`src/sv/bsf_pkg.sv`:
```
// package for the blocklist substring filter
// holds defaults, opcodes, result codes, fsm states and control structs
// no dependencies
`timescale 1ns / 1ps
`default_nettype none

package bsf_pkg;

  // default table geometry
  localparam int unsigned SLOTS_DEF       = 16;
  localparam int unsigned PATTERN_LEN_DEF = 128;

  // fixed field widths of the request and result channels
  localparam int unsigned OP_W    = 2;
  localparam int unsigned BYTE_W  = 8;
  localparam int unsigned CODE_W  = 3;
  localparam int unsigned SLOT_W  = 4;
  localparam int unsigned COUNT_W = 5;

  // request operations
  typedef enum logic [OP_W-1:0] {
    OP_ADD     = 2'd0,
    OP_REMOVE  = 2'd1,
    OP_REQUEST = 2'd2,
    OP_NONE    = 2'd3
  } op_e;

  // result codes
  typedef enum logic [CODE_W-1:0] {
    RES_ADDED     = 3'd0,
    RES_FULL      = 3'd1,
    RES_REMOVED   = 3'd2,
    RES_NOT_FOUND = 3'd3,
    RES_ALLOWED   = 3'd4,
    RES_BLOCKED   = 3'd5
  } res_e;

  // controller states
  typedef enum logic [2:0] {
    ST_IDLE,
    ST_ADD_FIN,
    ST_RM_SCAN,
    ST_RM_FIND,
    ST_RM_SHIFT,
    ST_RM_FIN,
    ST_SCAN,
    ST_REQ_FIN
  } state_e;

  // commands from controller to datapath
  typedef struct packed {
    logic accept;
    logic rm_step;
    logic rm_end;
    logic find;
    logic shift_step;
    logic scan_step;
    logic add_fin;
    logic rm_fin;
    logic req_fin;
  } cmd_t;

  // status from datapath to controller
  typedef struct packed {
    logic rm_scan_req;
    logic last;
    logic rm_done;
    logic shift_done;
    logic scan_done;
    logic out_free;
  } status_t;

endpackage

`default_nettype wire

```
`src/sv/bsf_ctrl.sv`:
```
// controller state machine of the blocklist substring filter
// sequences table edits and request scans; depends on bsf_pkg
`timescale 1ns / 1ps
`default_nettype none

module bsf_ctrl (
  input  wire logic                       clk_i,
  input  wire logic                       rst_ni,
  input  wire logic                       in_valid_i,
  input  wire logic [bsf_pkg::OP_W-1:0]   operation_i,
  input  wire logic                       last_i,
  output logic                            in_ready_o,
  input  wire bsf_pkg::status_t           status_i,
  output bsf_pkg::cmd_t                   cmd_o
);

  bsf_pkg::state_e state_q, state_d;
  logic            accept;

  assign accept = in_valid_i && (state_q == bsf_pkg::ST_IDLE);

  // state register
  always_ff @(posedge clk_i or negedge rst_ni) begin
    if (!rst_ni) begin
      state_q <= bsf_pkg::ST_IDLE;
    end else begin
      state_q <= state_d;
    end
  end

  // next state
  always_comb begin
    state_d = state_q;
    unique case (state_q)
      bsf_pkg::ST_IDLE: begin
        if (accept) begin
          unique case (operation_i)
            bsf_pkg::OP_ADD: begin
              if (last_i) state_d = bsf_pkg::ST_ADD_FIN;
            end
            bsf_pkg::OP_REMOVE: begin
              if (status_i.rm_scan_req) state_d = bsf_pkg::ST_RM_SCAN;
              else if (last_i)          state_d = bsf_pkg::ST_RM_FIND;
            end
            bsf_pkg::OP_REQUEST: state_d = bsf_pkg::ST_SCAN;
            default:             state_d = bsf_pkg::ST_IDLE;
          endcase
        end
      end
      bsf_pkg::ST_ADD_FIN: begin
        if (status_i.out_free) state_d = bsf_pkg::ST_IDLE;
      end
      bsf_pkg::ST_RM_SCAN: begin
        if (status_i.rm_done) begin
          state_d = status_i.last ? bsf_pkg::ST_RM_FIND : bsf_pkg::ST_IDLE;
        end
      end
      bsf_pkg::ST_RM_FIND:  state_d = bsf_pkg::ST_RM_SHIFT;
      bsf_pkg::ST_RM_SHIFT: begin
        if (status_i.shift_done) state_d = bsf_pkg::ST_RM_FIN;
      end
      bsf_pkg::ST_RM_FIN: begin
        if (status_i.out_free) state_d = bsf_pkg::ST_IDLE;
      end
      bsf_pkg::ST_SCAN: begin
        if (status_i.scan_done) begin
          state_d = status_i.last ? bsf_pkg::ST_REQ_FIN : bsf_pkg::ST_IDLE;
        end
      end
      bsf_pkg::ST_REQ_FIN: begin
        if (status_i.out_free) state_d = bsf_pkg::ST_IDLE;
      end
      default: state_d = bsf_pkg::ST_IDLE;
    endcase
  end

  // outputs
  always_comb begin
    cmd_o      = '0;
    in_ready_o = 1'b0;
    unique case (state_q)
      bsf_pkg::ST_IDLE: begin
        in_ready_o = 1'b1;
        cmd_o.accept = in_valid_i;
      end
      bsf_pkg::ST_ADD_FIN:  cmd_o.add_fin = status_i.out_free;
      bsf_pkg::ST_RM_SCAN: begin
        cmd_o.rm_step = 1'b1;
        cmd_o.rm_end  = status_i.rm_done;
      end
      bsf_pkg::ST_RM_FIND:  cmd_o.find       = 1'b1;
      bsf_pkg::ST_RM_SHIFT: cmd_o.shift_step = 1'b1;
      bsf_pkg::ST_RM_FIN:   cmd_o.rm_fin     = status_i.out_free;
      bsf_pkg::ST_SCAN:     cmd_o.scan_step  = 1'b1;
      bsf_pkg::ST_REQ_FIN:  cmd_o.req_fin    = status_i.out_free;
      default: ;
    endcase
  end

endmodule

`default_nettype wire

```
`config.mk`:
```
export PLATFORM = sky130hd
export DESIGN_NAME = bsf_ctrl
export DESIGN_NICKNAME = d
export VERILOG_FILES = /design/src/sv/bsf_pkg.sv /design/src/sv/bsf_ctrl.sv
export SDC_FILE = /design/constraint.sdc
export NUM_CORES = 1
export LEC_CHECK = 0
export CAP_MARGIN = 30
export CORE_AREA = 2 2 39 41
export CTS_CLUSTER_SIZE = 30
export DETAILED_ROUTE_END_ITERATION = 10
export DIE_AREA = 0 0 41 43
export DONT_BUFFER_PORTS = 1
export GPL_ROUTABILITY_DRIVEN = 0
export PLACE_DENSITY = 0.5
export SETUP_SLACK_MARGIN = 0.15
export SLEW_MARGIN = 20
export SYNTH_ARGS = -nofsm -noshare
export SYNTH_HDL_FRONTEND = slang
export SYNTH_SLANG_ARGS = --single-unit
```
`constraint.sdc`:
```
create_clock -name clk_i -period 1.5 [get_ports clk_i]
set_clock_uncertainty 0.1 [all_clocks]
set_input_delay 0.075 -clock clk_i [delete_from_list [all_inputs] [get_ports clk_i]]
set_output_delay 0.075 -clock clk_i [all_outputs]
set_load 0.01 [all_outputs]
```
== Word-level counts from Yosys, hierarchy flattened ==
Cells that the tools add are included.

* Input bits: 12
* Bits in registers: 3
* Output and inout bits: 10
* Logic and storage cells: 43

* Equality and inequality tests: 16
* Reduce and logical (&&, ||, !) cells: 5
* Muxes and demuxes: 21

{| class="wikitable"
|+ Operator list
! operator !! number
|-
| $mux 3 || 9
|-
| $pmux 3 s6 || 1
|-
| $eq 3x3->1 const B || 4
|-
| $pmux 3 s3 || 1
|-
| $mux 1 || 8
|-
| $ne 2x2->1 const B || 4
|-
| $reduce_and 7->1 || 1
|-
| $eq 3x2->1 const B || 2
|-
| $mux 2 || 2
|-
| $ne 4x4->1 const B || 1
|-
| $eq 3x1->1 const B || 1
|-
| $logic_not 3->1 || 1
|-
| $ne 3x3->1 const B || 1
|-
| $reduce_or 3->1 || 1
|-
| $eq 2x1->1 const B || 1
|-
| $eq 2x2->1 const B || 1
|-
| $logic_not 2->1 || 1
|-
| $ne 2x1->1 const B || 1
|-
| $logic_and 1x1->1 || 1
|}

== Logic depth before layout (Yosys ltp) ==
* Word-level depth: 5
* Depth in mapped cells: 6
* Mapped depth without buffers: 6

== Worst setup path before layout ==
No wires, ideal clock.

* Path type: register -> register
* Start point: register state_q[1]
* End point: register state_q[2]
* Path buffers: 1
* Slack: -0.060 ns
* Cell stages (with the launch flop): 6
* Arrival time: 1.336 ns
* Cell sequence: dfrtp_1 -> buf_6 -> nor3_4 -> o211ai_2 -> and3_4 -> a211o_1

* Word-level cells in the longest chain between the ends: 4
* Elaborated cells between the ends (all ways): 19
* Those cells by class: eq/ne (14); mux (1); reduce/logical (4)

{| class="wikitable"
|+ RTL lines
! what !! RTL line !! text
|-
| start, declared || bsf_ctrl.sv:17 || <nowiki>bsf_pkg::state_e state_q, state_d;</nowiki>
|-
| start signal, assigned || bsf_ctrl.sv:25 || <nowiki>state_q <= bsf_pkg::ST_IDLE;</nowiki>
|-
| start signal, assigned || bsf_ctrl.sv:27 || <nowiki>state_q <= state_d;</nowiki>
|-
| $eq 3x3->1 (tied with other cells) || bsf_ctrl.sv:34 || <nowiki>unique case (state_q)</nowiki>
|-
| $reduce_or 3->1 (no source line) / $logic_and 1x1->1 (equally long branches) || n/a ||
|-
| $ne 2x1->1 (no source line) / $ne 2x2->1 (equally long branches) || n/a ||
|-
| $reduce_and 7->1 (no source line) || n/a ||
|}

Parallel ways exist; a longest one is shown, timed or not.
A chain may end at the register's enable or synchronous reset.

== Worst setup path after layout ==
* Start point: register state_q[2]
* End point: register state_q[1]

The elaborated chain is that of the path after synthesis.

==> out/metrics.csv <==
stage,metric,value,unit
power,PwrDens,1960,nW/um^2
layout,Biggest register,state_q,
critical_path,Critical Path Max Stage Delay,400,ps
clocking,clock sinks,3,
timing,fmax,664,MHz
layout,Final #Nets,85,
layout,proportion of layout cells with a drive suffix above 1,42.6,%
global_route,vias in the first global route,406,
clocking,TritonCTS buffer count,3,
critical_path,CP top delay family,flip-flops,
global_route,GR Overflow Total,0,
placement,"Cell Area, Placed",522,um^2
run_status,failing checks,negative setup slack,
yosys,synth warn,0,
critical_path,CP Launch Type,flop,
detailed_routing,Via density,5.08,
yosys,"Cell Area, Synth",427,um^2
timing,period utilization,100,%
placement,DP Cell Count,77,
run_status,status,finished with violations,
detailed_routing,wire per inst,12.2,um
yosys,Unique masters post-synth,24,
yosys,post-synthesis register bit count,3,
critical_path,WP data required,1520,ps
clocking,H-tree levels,1,
global_route,first-pass GRT wire length,1610,um
die,IO Pins,22,
power,Design Power,1220,uW
critical_path,Max Fanout on Critical Path,3,
yosys,synthesized area per cell,8.53,um^2
timing,max_slew headroom,84.3,%
clocking,worst-skew pair later-pin latency,240,ps
yosys,sequential share of the synthesized area,17.6,%
critical_path,crit end category,flop,
timing,RSZ-0062 raised after global routing,yes,
flow_run,max-cap violation count,0,
die,CORE AREA,1380,um^2
power,Peak VDD IR,0.881,mV
yosys,cell count after synthesis,50,
detailed_routing,post-route antenna net violation count,0,
min_path,Hold Crit Class,in -> reg,
power,P_leak,0.000310,uW
timing,setup TNS,-5.00,ps
timing,Worst-Margin Slew,234,ps
die,FP Rows,14,
global_route,largest net degree at the start of global routing,9,
layout,P&R area growth vs syn,46.3,%
timing,# setup viols final,1,
critical_path,worst-path cell chain,"buf_6, nor3_4, o211ai_2, and3_4, a32o_1",
layout,final instance area,624,um^2
clocking,clk buf depth,2,
timing,crit path time final,1500,ps
die,DIE WIDTH,41,um
global_route,initial antenna violation count,0,
clocking,Worst-path clk slew,40,ps
timing,Final WS setup,-5.00,ps
critical_path,CP Class,reg -> reg,
die,die height,43,um
clocking,root buf cell,clkbuf_4,
layout,Largest register FFs,3,
critical_path,"slowest stage cell, crit path",dfrtp_1,
layout,"Core Util, Final",45.1,%
detailed_routing,DRT Wirelength,1030,um
layout,Regs by FF count,state_q (3),
detailed_routing,total number of vias,427,
placement,# port buffers,0,
timing,Slew Limit Fails,0,
detailed_routing,DR iter-0 viols,3,
detailed_routing,DRC errors left,0,
die,die footprint,1760,um^2
layout,ant diodes,0,
timing,final-report hold violation count,0,
layout,Non-Filler Instances,84,
die,initial core utilization,30.8,%
critical_path,number of buffers and inverters on the critical path,1,
critical_path,WP data arrival,1530,ps
global_route,Overall Global Routing Usage,13.5,%
yosys,Mapped Nets,66,
placement,DP Wirelength,799,um
clocking,TritonCTS clock tree,yes,
detailed_routing,DR pass1 iterations,4,
-- worst paths after layout --
kind	startpoint	to	slack [ps]	cells after the start
worst max-delay path	state_q[2]	state_q[1]	-5	5
worst min-delay path	status_i[4]	state_q[2]	20	2
worst max register to register	state_q[2]	state_q[1]	-5	5
worst min register to register	state_q[2]	state_q[2]	720	3
max in group asynchronous	rst_ni	state_q[0]	610	2
min in group asynchronous	rst_ni	state_q[2]	530	2
-- stage by stage --
| stage | hold WS (ps) | worst slack [ps] |
|---|---|---|
| floorplan | -321 | -40.3 |
| global placement | -321 | -12.4 |
| detailed placement | -321 | 8.17 |
| CTS | 17.3 | 1.20 |
| global route | 30.1 | -59.2 |
| finish | 19.7 | -5.00 |
-- synth_stat cells --
cell       count  area, um^2
mux2i_1        2        20.0
and3_1         1        6.26
nor2_1         4        15.0
a32oi_2        1        16.3
ha_1           4        50.1
o2111ai_1      1        8.76
nor3_1         3        15.0
a31oi_1        1        6.26
o211ai_2       1        12.5
nor2b_1        2        12.5
dfrtp_1        3        75.1
a221oi_1       1        8.76
nand2_1        3        11.3
buf_6          2        22.5
a311o_1        1        10.0
buf_4          2        15.0
a32o_1         2        20.0
a211o_1        1        8.76
o21bai_1       1        7.51
nand2b_1       1        6.26
and2_1         4        25.0
nor3_4         1        16.3
inv_1          7        26.3
and3_4         1        11.3
-- timing repair --
action,4_1_cts,5_1_grt
gates resized for setup,7,4
setup endpoints to repair,11,10
endpoints found under the hold margin,3,0
pin swaps,1,2
hold buffers,2,0
setup buffers,1,0
-- area by class of cell --
| type | count | area (um^2) |
|---|---|---|
| Multi-Input combinational cell | 36 | 323 |
| Fill cell | 140 | 759 |
| Clock buffer | 4 | 26.3 |
| Tap cell | 16 | 20.0 |
| Sequential cell | 3 | 77.6 |
| Timing Repair Buffer | 18 | 151 |
| Inverter | 7 | 26.3 |
-- routing by layer --
metal,GRT usage (%),up-vias,share of wire [%]
li1,-,212,-
met1,16.6,193,44
met2,20.9,20,48
met3,2.09,2,5.4
met4,8.00,0,2.3
met5,0,-,0
-- cells by family after synthesis --
logic type / synth area share [%]
AOI/OAI and AO/OA: 23.2
adders and majority gates: 11.7
buffers and inverters: 15.0
DFF: 17.6
muxes: 4.69
and+or+nand+nor: 27.9
-- placed cells by master, fill, tap and decap left out, drive strengths merged --
master,synthesis,layout
buf,4,16
a31oi,1,1
inv,7,7
a211o,1,1
a221oi,1,1
and3,2,2
nand2,3,3
nor3,4,4
mux2i,2,2
a32o,2,2
a311o,1,1
nor2,4,4
dfrtp,3,3
a32oi,1,1
o211ai,1,1
clkbuf,0,4
and2,4,4
dlygate4sd3,0,2
o21bai,1,1
nor2b,2,2
nand2b,1,1
o2111ai,1,1
ha,4,4
-- power breakdown --
part / leakage (uW) / switching [uW] / total [uW] / internal, uW
combinational: 0.000261 / 386 / 859 / 474
sequential: 0.0000337 / 91.9 / 220 / 128
clock: 0.0000150 / 45.9 / 146 / 100
total: 0.000310 / 524 / 1220 / 701
Power figures use the tool's default switching activity.
